### config.mk
export PLATFORM = sky130hd
export DESIGN_NAME = greedy_change_maker
export DESIGN_NICKNAME = d
export VERILOG_FILES = /design/src/gcm_pkg.sv /design/src/gcm_lead_div.sv /design/src/gcm_cell.sv /design/src/greedy_change_maker.sv
export SDC_FILE = /design/constraint.sdc
export NUM_CORES = 2
export LEC_CHECK = 0
export BUFFER_PORTS_ARGS = -buffer_cell sky130_fd_sc_hd__buf_2
export CAP_MARGIN = 20
export CELL_PAD_IN_SITES_DETAIL_PLACEMENT = 1
export CELL_PAD_IN_SITES_GLOBAL_PLACEMENT = 2
export CORE_AREA = 2 2 334 336
export DETAILED_ROUTE_END_ITERATION = 8
export DIE_AREA = 0 0 336 338
export PLACE_DENSITY_LB_ADDON = 0.1
export SLEW_MARGIN = 15
export SYNTH_ARGS = -nofsm -noshare
export SYNTH_HDL_FRONTEND = slang
export SYNTH_SLANG_ARGS = --single-unit
### constraint.sdc
create_clock -name clk -period 11.91 [get_ports clk]
set_clock_uncertainty 0.05 [all_clocks]
set_input_delay 0.5955 -clock clk [delete_from_list [all_inputs] [get_ports clk]]
set_output_delay 0.5955 -clock clk [all_outputs]
set_load 0.02 [all_outputs]
### src/gcm_pkg.sv
package gcm_pkg;

  // Default amount width
  localparam int AMOUNT_BITS_DEF = 24;

  // Fixed field widths
  localparam int DENOM_BITS = 16;
  localparam int COUNT_BITS = 24;

  // Remainder after the lead division stays below 50000
  localparam int REST_BITS = 16;
  // Uncorrected remainder stays below twice the lead denomination
  localparam int REM_BITS = 17;

  // Reciprocal multiply for the lead division
  localparam int RECIP_SHIFT = 32;
  localparam int RECIP_BITS = 25;

  localparam logic [DENOM_BITS-1:0] LEAD_SMALL = DENOM_BITS'(200);
  localparam logic [DENOM_BITS-1:0] LEAD_FULL = DENOM_BITS'(50000);

  localparam logic [RECIP_BITS-1:0] RECIP_SMALL =
    RECIP_BITS'((64'd1 << RECIP_SHIFT) / 200);
  localparam logic [RECIP_BITS-1:0] RECIP_FULL =
    RECIP_BITS'((64'd1 << RECIP_SHIFT) / 50000);

  // Compare cells after the lead division, largest first
  localparam int CHAIN_CELLS = 14;
  localparam int unsigned CHAIN_DENOM [CHAIN_CELLS] = '{
    20000, 10000, 5000, 2000, 1000, 500, 200, 100, 50, 20, 10, 5, 2, 1
  };

  // Denomination set select
  typedef enum logic {
    SET_COINS = 1'b0,
    SET_FULL  = 1'b1
  } coin_set_t;

  // One result as produced by a stage
  typedef struct packed {
    logic                  strobe;
    logic [DENOM_BITS-1:0] denom;
    logic [COUNT_BITS-1:0] count;
    logic                  last;
  } result_t;

endpackage

### src/gcm_lead_div.sv
module gcm_lead_div #(
  parameter int AMOUNT_BITS = gcm_pkg::AMOUNT_BITS_DEF
) (
  input  logic                                 clk,
  input  logic                                 rst,
  input  logic                                 load,
  input  logic [AMOUNT_BITS-1:0]               amount,
  input  gcm_pkg::coin_set_t                   coin_set,
  output logic                                 active,
  output logic                                 rest_vld,
  output logic [gcm_pkg::REST_BITS-1:0]        rest,
  output gcm_pkg::result_t                     res
);

  localparam int PROD_BITS = AMOUNT_BITS + gcm_pkg::RECIP_BITS;

  // Stage 1: captured amount
  logic                   v1;
  logic [AMOUNT_BITS-1:0] amt1;
  gcm_pkg::coin_set_t     set1;

  // Stage 2: estimated quotient
  logic                   v2;
  logic [AMOUNT_BITS-1:0] amt2;
  logic [AMOUNT_BITS-1:0] q0_2;
  gcm_pkg::coin_set_t     set2;

  // Stage 3: estimated quotient and raw remainder
  logic                           v3;
  logic [AMOUNT_BITS-1:0]         q0_3;
  logic [gcm_pkg::REM_BITS-1:0]   r0_3;
  gcm_pkg::coin_set_t             set3;

  logic [gcm_pkg::RECIP_BITS-1:0] recip1;
  logic [PROD_BITS-1:0]           prod;
  logic [gcm_pkg::DENOM_BITS-1:0] d2;
  logic [gcm_pkg::DENOM_BITS-1:0] d3;
  logic [AMOUNT_BITS-1:0]         qd;
  logic                           corr;
  logic [AMOUNT_BITS-1:0]         q;
  logic [gcm_pkg::REM_BITS-1:0]   r;

  // Reciprocal and denomination per set
  always_comb begin
    recip1 = (set1 == gcm_pkg::SET_FULL) ? gcm_pkg::RECIP_FULL : gcm_pkg::RECIP_SMALL;
    d2     = (set2 == gcm_pkg::SET_FULL) ? gcm_pkg::LEAD_FULL : gcm_pkg::LEAD_SMALL;
    d3     = (set3 == gcm_pkg::SET_FULL) ? gcm_pkg::LEAD_FULL : gcm_pkg::LEAD_SMALL;
  end

  // Quotient estimate, low by at most one
  assign prod = PROD_BITS'(amt1) * PROD_BITS'(recip1);

  // Raw remainder, below twice the denomination
  always_comb begin
    qd = q0_2 * AMOUNT_BITS'(d2);
  end

  // Final correction step
  always_comb begin
    corr = r0_3 >= gcm_pkg::REM_BITS'(d3);
    q    = q0_3 + AMOUNT_BITS'(corr);
    r    = corr ? (r0_3 - gcm_pkg::REM_BITS'(d3)) : r0_3;
  end

  // Valid pipeline
  always_ff @(posedge clk) begin
    if (rst) begin
      v1 <= 1'b0;
      v2 <= 1'b0;
      v3 <= 1'b0;
    end else begin
      v1 <= load;
      v2 <= v1;
      v3 <= v2;
    end
  end

  // Data pipeline
  always_ff @(posedge clk) begin
    if (load) begin
      amt1 <= amount;
      set1 <= coin_set;
    end
    amt2 <= amt1;
    q0_2 <= AMOUNT_BITS'(prod >> gcm_pkg::RECIP_SHIFT);
    set2 <= set1;
    q0_3 <= q0_2;
    r0_3 <= gcm_pkg::REM_BITS'(amt2 - qd);
    set3 <= set2;
  end

  assign active   = v1 | v2 | v3;
  assign rest_vld = v3;
  assign rest     = gcm_pkg::REST_BITS'(r);

  // Lead result
  always_comb begin
    res = '0;
    if (v3 && (q != '0)) begin
      res.strobe = 1'b1;
      res.denom  = d3;
      res.count  = gcm_pkg::COUNT_BITS'(q);
      res.last   = (r == '0);
    end
  end

endmodule

### src/gcm_cell.sv
module gcm_cell #(
  parameter int unsigned DENOM = 1
) (
  input  logic                          clk,
  input  logic                          rst,
  input  logic                          in_vld,
  input  logic [gcm_pkg::REST_BITS-1:0] in_rest,
  output logic                          vld,
  output logic [gcm_pkg::REST_BITS-1:0] rest_after,
  output gcm_pkg::result_t              res
);

  localparam logic [gcm_pkg::REST_BITS:0] ONE_D = (gcm_pkg::REST_BITS + 1)'(DENOM);
  localparam logic [gcm_pkg::REST_BITS:0] TWO_D = (gcm_pkg::REST_BITS + 1)'(2 * DENOM);

  logic [gcm_pkg::REST_BITS-1:0] rest;
  logic                          take1;
  logic                          take2;
  logic [1:0]                    cnt;

  // Held remainder for this stage
  always_ff @(posedge clk) begin
    if (rst) begin
      vld <= 1'b0;
    end else begin
      vld <= in_vld;
    end
  end

  always_ff @(posedge clk) begin
    rest <= in_rest;
  end

  // Count is 0, 1 or 2: the remainder is below 2.5 times this denomination
  always_comb begin
    take1 = (gcm_pkg::REST_BITS + 1)'(rest) >= ONE_D;
    take2 = (gcm_pkg::REST_BITS + 1)'(rest) >= TWO_D;
    priority if (take2) begin
      cnt        = 2'd2;
      rest_after = rest - gcm_pkg::REST_BITS'(TWO_D);
    end else if (take1) begin
      cnt        = 2'd1;
      rest_after = rest - gcm_pkg::REST_BITS'(ONE_D);
    end else begin
      cnt        = 2'd0;
      rest_after = rest;
    end
  end

  // Result of this stage
  always_comb begin
    res = '0;
    if (vld && take1) begin
      res.strobe = 1'b1;
      res.denom  = gcm_pkg::DENOM_BITS'(DENOM);
      res.count  = gcm_pkg::COUNT_BITS'(cnt);
      res.last   = (rest_after == '0);
    end
  end

endmodule

### src/greedy_change_maker.sv
// Greedy change maker: splits an amount in cents into denominations,
// largest first, and gives one result per denomination with a nonzero count.
// Command channel: amount_cents is taken at a clock edge with start high and
// busy low. Results appear on denomination, count and last, each valid for
// exactly one cycle while result_strobe is high; last marks the final result
// of an amount. A zero amount gives no results. The receiver cannot stall.
// cfg_we / cfg_wdata write the coin set (0: coins 200..1, 1: 50000..1);
// write it only while busy is low.
// Timing: a three-stage lead divider (reciprocal multiply, back-multiply,
// one correction) handles the largest denomination of the set, then the
// remainder walks a row of 14 compare cells, one cell per cycle. Each result
// is registered before it reaches the outputs; busy stays high until the
// amount has left the last cell, so a new amount is taken only after that.
// Reset (rst, synchronous) clears the pipeline and selects coin set 0.
module greedy_change_maker #(
  parameter int AMOUNT_BITS = gcm_pkg::AMOUNT_BITS_DEF
) (
  input  logic                            clk,
  input  logic                            rst,
  input  logic                            start,
  output logic                            busy,
  input  logic [AMOUNT_BITS-1:0]          amount_cents,
  input  logic                            cfg_we,
  input  logic                            cfg_wdata,
  output logic                            result_strobe,
  output logic [gcm_pkg::DENOM_BITS-1:0]  denomination,
  output logic [gcm_pkg::COUNT_BITS-1:0]  count,
  output logic                            last
);

  localparam int NCELL = gcm_pkg::CHAIN_CELLS;

  gcm_pkg::coin_set_t            coin_set;
  logic                          accept;
  logic                          div_active;
  logic                          div_vld;
  logic [gcm_pkg::REST_BITS-1:0] div_rest;

  logic [gcm_pkg::REST_BITS-1:0] link_rest [NCELL+1];
  logic                          link_vld  [NCELL+1];
  gcm_pkg::result_t              src       [NCELL+1];
  logic [NCELL-1:0]              cell_vld;
  gcm_pkg::result_t              res_any;

  // Coin set register
  always_ff @(posedge clk) begin
    if (rst) begin
      coin_set <= gcm_pkg::SET_COINS;
    end else if (cfg_we) begin
      coin_set <= gcm_pkg::coin_set_t'(cfg_wdata);
    end
  end

  assign accept = start && !busy;
  assign busy   = div_active || (cell_vld != '0);

  // Lead division
  gcm_lead_div #(
    .AMOUNT_BITS(AMOUNT_BITS)
  ) u_lead (
    .clk      (clk),
    .rst      (rst),
    .load     (accept),
    .amount   (amount_cents),
    .coin_set (coin_set),
    .active   (div_active),
    .rest_vld (div_vld),
    .rest     (div_rest),
    .res      (src[0])
  );

  assign link_vld[0]  = div_vld;
  assign link_rest[0] = div_rest;

  // Row of compare cells
  for (genvar i = 0; i < NCELL; i++) begin : g_cell
    gcm_cell #(
      .DENOM(gcm_pkg::CHAIN_DENOM[i])
    ) u_cell (
      .clk        (clk),
      .rst        (rst),
      .in_vld     (link_vld[i]),
      .in_rest    (link_rest[i]),
      .vld        (link_vld[i+1]),
      .rest_after (link_rest[i+1]),
      .res        (src[i+1])
    );
    assign cell_vld[i] = link_vld[i+1];
  end

  // Only one stage holds the transaction, so results merge by OR
  always_comb begin
    res_any = '0;
    for (int i = 0; i <= NCELL; i++) begin
      res_any = res_any | src[i];
    end
  end

  // Result register
  always_ff @(posedge clk) begin
    if (rst) begin
      result_strobe <= 1'b0;
    end else begin
      result_strobe <= res_any.strobe;
    end
  end

  always_ff @(posedge clk) begin
    denomination <= res_any.denom;
    count        <= res_any.count;
    last         <= res_any.last;
  end

endmodule
=== Word-level counts from Yosys, hierarchy flattened ===
Index checks and enable logic that the tools add are counted.
Widths: inputs -> output; s select.

* Memories: 0
* Input bits: 29
* Bits in writable memories: 0
* Register bits after elaboration: 379
* Bits in latches: 0
* ROM bits: 0

* $lt $le $gt $ge: 29
* Equal/unequal tests: 0
* Reduce and logical (&&, ||, !) cells: 35
* Mux-type cells: 75
* Multiply operators: 2
* Div/mod/pow operators: 0
* Add/sub/neg operators: 31
* Shift operators: 0
* Bitwise operators: 16

{| class="wikitable"
|+ Operators by type and width
! kind !! number
|-
| $mux 42 || 15
|-
| $or 42x42->42 || 14
|-
| $mux 16 || 30
|-
| $logic_not 16->1 || 14
|-
| $mul 24x25->49 || 1
|-
| $ge 16x10->1 const B || 2
|-
| $ge 16x11->1 const B || 2
|-
| $ge 16x14->1 const B || 2
|-
| $ge 16x15->1 const B || 2
|-
| $ge 16x2->1 const B || 2
|-
| $ge 16x3->1 const B || 2
|-
| $ge 16x4->1 const B || 2
|-
| $ge 16x5->1 const B || 2
|-
| $ge 16x6->1 const B || 2
|-
| $ge 16x7->1 const B || 2
|-
| $ge 16x8->1 const B || 2
|-
| $ge 16x9->1 const B || 2
|-
| $sub 16x10->16 const B || 2
|-
| $sub 16x11->16 const B || 2
|-
| $sub 16x14->16 const B || 2
|-
| $sub 16x15->16 const B || 2
|-
| $sub 16x2->16 const B || 2
|-
| $sub 16x3->16 const B || 2
|-
| $sub 16x4->16 const B || 2
|-
| 29 further kinds || 76
|}

=== Depth between registers and ports, before layout ===
* Depth after elaboration: 20
* Depth in mapped cells: 30

=== Hierarchy ===
From an unflattened synthesis, not the netlist that was laid out.

* Cells, all modules: 4,489
* Area, all modules: 40,366.2 um^2

{| class="wikitable"
|+ Modules (own cells, without submodules)
! module !! instances !! area an instance (um^2) !! cells an instance
|-
| gcm_lead_div || 1 || 19,352.3 || 2,007
|-
| greedy_change_maker || 1 || 2,182.1 || 262
|-
| gcm_cell at g_cell[5].u_cell || 1 || 1,468.9 || 178
|-
| gcm_cell at g_cell[1].u_cell || 1 || 1,415.1 || 164
|-
| gcm_cell at g_cell[7].u_cell || 1 || 1,388.8 || 166
|-
| gcm_cell at g_cell[11].u_cell || 1 || 1,362.6 || 158
|-
| gcm_cell at g_cell[6].u_cell || 1 || 1,361.3 || 160
|-
| gcm_cell at g_cell[0].u_cell || 1 || 1,356.3 || 163
|-
| gcm_cell at g_cell[3].u_cell || 1 || 1,355.0 || 165
|-
| gcm_cell at g_cell[2].u_cell || 1 || 1,323.8 || 153
|-
| gcm_cell at g_cell[9].u_cell || 1 || 1,322.5 || 153
|-
| gcm_cell at g_cell[4].u_cell || 1 || 1,320.0 || 150
|-
| gcm_cell at g_cell[12].u_cell || 1 || 1,302.5 || 157
|-
| gcm_cell at g_cell[10].u_cell || 1 || 1,296.2 || 150
|-
| +2 rows || -- || -- || --
|}

=== Worst setup path before layout ===
Ideal clock, no wire load.

* Kind: register to register
* From: register u_lead.set1
* To: register u_lead.q0_2[16]
* Arrival time: 6,941 ps
* Library setup time: 73 ps
* Buffers on the path: 2
* Cell stages (with the launch flop): 28
* Period minus slack after synthesis: 7,064 ps
* Setup slack: 4,846 ps
* Required time: 11,787 ps
* Path through: edfxtp_1 > clkbuf_1 > clkbuf_1 > nor2_1 > fa_1 > inv_1 > fa_1 > fa_1 > inv_1 > fa_1 > inv_1 > fa_1 > inv_1 > fa_1 > inv_1 > fa_1 > inv_1 > ha_1 > a2111oi_0 > o21ai_0 > o2111ai_1 > nand2_1 > nand2b_1 > o21ai_0 > o31a_1 > o221ai_1 > a221oi_1 > xnor2_1

* Word-level cells in the longest chain between the ends: 2

{| class="wikitable"
|+ RTL lines
! item !! line !! source
|-
| start: declaration || gcm_lead_div.sv:20 || <nowiki>gcm_pkg::coin_set_t set1;</nowiki>
|-
| start signal: assignment || gcm_lead_div.sv:82 || <nowiki>set1 <= coin_set;</nowiki>
|-
| $mux 25 || gcm_lead_div.sv:45 || <nowiki>recip1 = (set1 == gcm_pkg::SET_FULL) ? gcm_pkg::RECIP_FULL : gcm_pkg::RECIP_SMALL;</nowiki>
|-
| $mul 24x25->49 || gcm_lead_div.sv:51 || <nowiki>assign prod = PROD_BITS'(amt1) * PROD_BITS'(recip1);</nowiki>
|-
| net u_lead.prod[48] || gcm_lead_div.sv:35 || <nowiki>logic [PROD_BITS-1:0] prod;</nowiki>
|-
| end signal: assignment || gcm_lead_div.sv:85 || <nowiki>q0_2 <= AMOUNT_BITS'(prod >> gcm_pkg::RECIP_SHIFT);</nowiki>
|-
| end: declaration || gcm_lead_div.sv:25 || <nowiki>logic [AMOUNT_BITS-1:0] q0_2;</nowiki>
|}

The timed path passes the listed nets, and every way through them passes these cells.
A chain may end at the register's enable or synchronous reset.

=== Worst setup path in the final report ===
Same ends and word-level chain as after synthesis.

==> summary.txt <==
Outcome
  • Status: completed

STA
  • Setup TNS: 0 ns
  • Crit share post-route: 0.698
  • Setup Viol. Count Final: 0
  • Slew @ Worst Pin: 1.05 ns
  • Fin. max-slew vios: 0
  • Max Fclk: 120 MHz
  • Fin. Hold Viols: 0
  • Max-slew headroom: 0.298
  • Tmin final: 8.31 ns
  • RSZ-0062 raised after global routing: false

Clocking
  • Clk buf depth: 3
  • CTS tree: done
  • CTS Root Cell: clkbuf_16
  • Total CTS buffers: 48
  • Sink Count: 373
  • CTS Hold Buffers Added: 0
  • H-tree Lvls: 2
  • Cts repair resizes: 0
  • Worst-Skew Late Latency: 0.64 ns
  • Post-CTS setup buffer count: 0
  • CTS clock-pin slew for the worst setup and hold paths: 0.07 ns

Floorplanning
  • Io pins: 72
  • Die X: 336 um
  • Full die area: 114000 um^2
  • DIE HEIGHT: 338 um
  • Core area: 110000 um^2
  • Initial Util: 0.298
  • # rows: 122

Critical path
  • Setup CP Type: reg -> reg
  • Critical-path maximum fanout: 51
  • Crit start category: register
  • Reg-to-reg setup timing slack: 3.60 ns
  • Reg2reg path depth: 27
  • Required time of the critical path: 12.37 ns
  • Crit. End Element: register
  • Worst EP arrival: 8.77 ns

GRT
  • Met1 Track Usage GR: 0.222
  • First-pass GRT wire length: 163000 um
  • Met2 Track Usage GR: 0.354
  • M3 GR Usage: 0.0174
  • Largest net degree at the start of global routing: 52
  • GRT busiest layer: met2
  • Vias in the first global route: 27200
  • Initial antenna violation count: 0
  • GRT Total Usage: 0.186
  • Total gr overflow: 0

Routing
  • DRC viols: 0
  • Routed wire length per instance: 20.3 um
  • Total number of vias: 24200
  • Starting DRC count in detailed routing: 853
  • DR pass1 iterations: 5
  • Final antenna-violating net count: 0
  • Final WL: 103000 um
  • Vias per inst: 4.76

Logic synthesis
  • Yosys top cell by area: dfxtp_1
  • EDFF count, synth: 25
  • Yosys reg bits: 373
  • Area of the mapped netlist: 32800 um^2
  • Ys async rst share: 0
  • Post-synthesis sequential area ratio: 0.235
  • Top cells by area, synth: dfxtp_1 (21%), fa_1 (21%), ha_1 (16%)
  • Mapped Avg Cell Area: 9.39 um^2
  • Synth top area share: 0.212
  • Yosys warnings: 0
  • Top FF cell, synth: dfxtp_1
  • Synthesized instance count: 3491
  • Yosys cell types: 98

Finish
  • Finished Core Util: 0.332
  • N_diodes: 0
  • Share of cells above drive strength 1: 0.0639
  • Layout overhead on the synthesized area: 11.6%
  • Nets: 4360

Place
  • Post-detail-place hpwl: 88300 um
  • Routability cong.: 0.856
  • Buffers added on ports: 65

Min path
  • Hold/Removal Path Class: in -> reg
  • WHS Path Cells: 1

Run
  • Total of max-cap violations: 0
## flip-flops by register name (all words and copies together) (netlist names), 14 cells and up
register,cells
count,18
u_lead.q0_3,17
u_lead.amt1,24
u_lead.r0_3,17
g_cell.u_cell.rest,224
denomination,16
u_lead.amt2,17
g_cell.u_cell.vld,14
u_lead.q0_2,17
## per-stage QoR
| step | std cells | cell area [um^2] | hold slack, ns | worst slack [ns] |
|---|---|---|---|---|
| global placement | 4999 | 34800 | 0.270 | 3.40 |
| CTS | 5088 | 36600 | 0.0323 | 3.40 |
| floorplan | 3513 | 32900 | 0.260 | 4.85 |
| global route | 5089 | 36600 | 0.0578 | 2.98 |
| detailed placement | 4999 | 34800 | 0.265 | 3.42 |
| finish | 5089 | 36600 | 0.0813 | 3.60 |
## Yosys cell counts, drive strengths merged, types with 51 or more instances
cell type,n
clkbuf,64
inv,672
nand2,190
nor4,59
nand2b,51
xor2,58
a21oi,109
o21ai,79
fa,345
xnor2,139
dfxtp,348
nor3,69
nand3,56
ha,424
nor2,188
## worst paths after layout
kind | startpoint | end
hold reg to reg | u_lead.q0_2[15]$_DFF_P_ | u_lead.q0_3[15]$_DFF_P_
setup reg to reg | u_lead.set1$_DFFE_PP_ | u_lead.q0_2[16]$_DFF_P_
hold / removal | amount_cents[17] | u_lead.amt1[17]$_DFFE_PP_
setup / recovery | u_lead.set1$_DFFE_PP_ | u_lead.q0_2[16]$_DFF_P_
## area by class of cell
| cell class | count | area [um^2] |
|---|---|---|
| Fill cell | 12600 | 73500 |
| Multi-Input combinational cell | 2392 | 22300 |
| Sequential cell | 373 | 7720 |
| Inverter | 673 | 2530 |
| Tap cell | 1488 | 1860 |
| Clock buffer | 61 | 1330 |
| Timing Repair Buffer | 74 | 413 |
| Clock inverter | 28 | 407 |
## worst max-delay path, cell delays in order (launching register included)
cell and delay [ns]:
edfxtp_1 0.36, buf_4 0.32, nor2_1 0.59, inv_1 0.24
nand2_1 0.12, ha_1 0.27, inv_1 0.08, fa_1 0.45
fa_1 0.54, inv_1 0.07, fa_1 0.55, inv_1 0.06
fa_1 0.49, inv_1 0.05, fa_1 0.48, inv_1 0.05
fa_1 0.47, inv_1 0.04, ha_1 0.29, nand2_1 0.07
nor4_1 0.46, nand2_1 0.09, o21ai_0 0.44, o21ai_0 0.38
o31a_1 0.39, o221ai_1 0.43, a221oi_1 0.17, xnor2_1 0.16
## layer usage
metal  share of wire  vias up
met5               0        -
met1            0.43    12200
met4           0.021        0
li1                -    11700
met3           0.018       93
met2            0.53      200
## cell usage in the layout (no fill, tap or decap), types with 68 or more instances in the layout
cell,instances
ha_1,424
dfxtp_1,348
a21oi_1,109
nand2_1,189
inv_1,672
fa_1,345
o21ai_0,75
xnor2_1,139
nor2_1,188
nor3_1,68
## cells by family (layout without fill, tap and decap cells)
logic type                 count (synthesis)  count (layout)  synth area share
AOI/OAI and AO/OA                        492             492             0.104
xor gates and xnor gates                 197             197            0.0526
adders and majority gates                769             769             0.372
buffers and inverters                    748             836            0.0864
DFF                                      373             373             0.235
muxes                                     18              18           0.00565
other                                      2              24          0.000229
and+or+nand+nor                          892             892             0.143
Power is left out: the tool's default activity adds up to more than one toggle a clock period on the data nets, which glitch-free logic cannot reach.
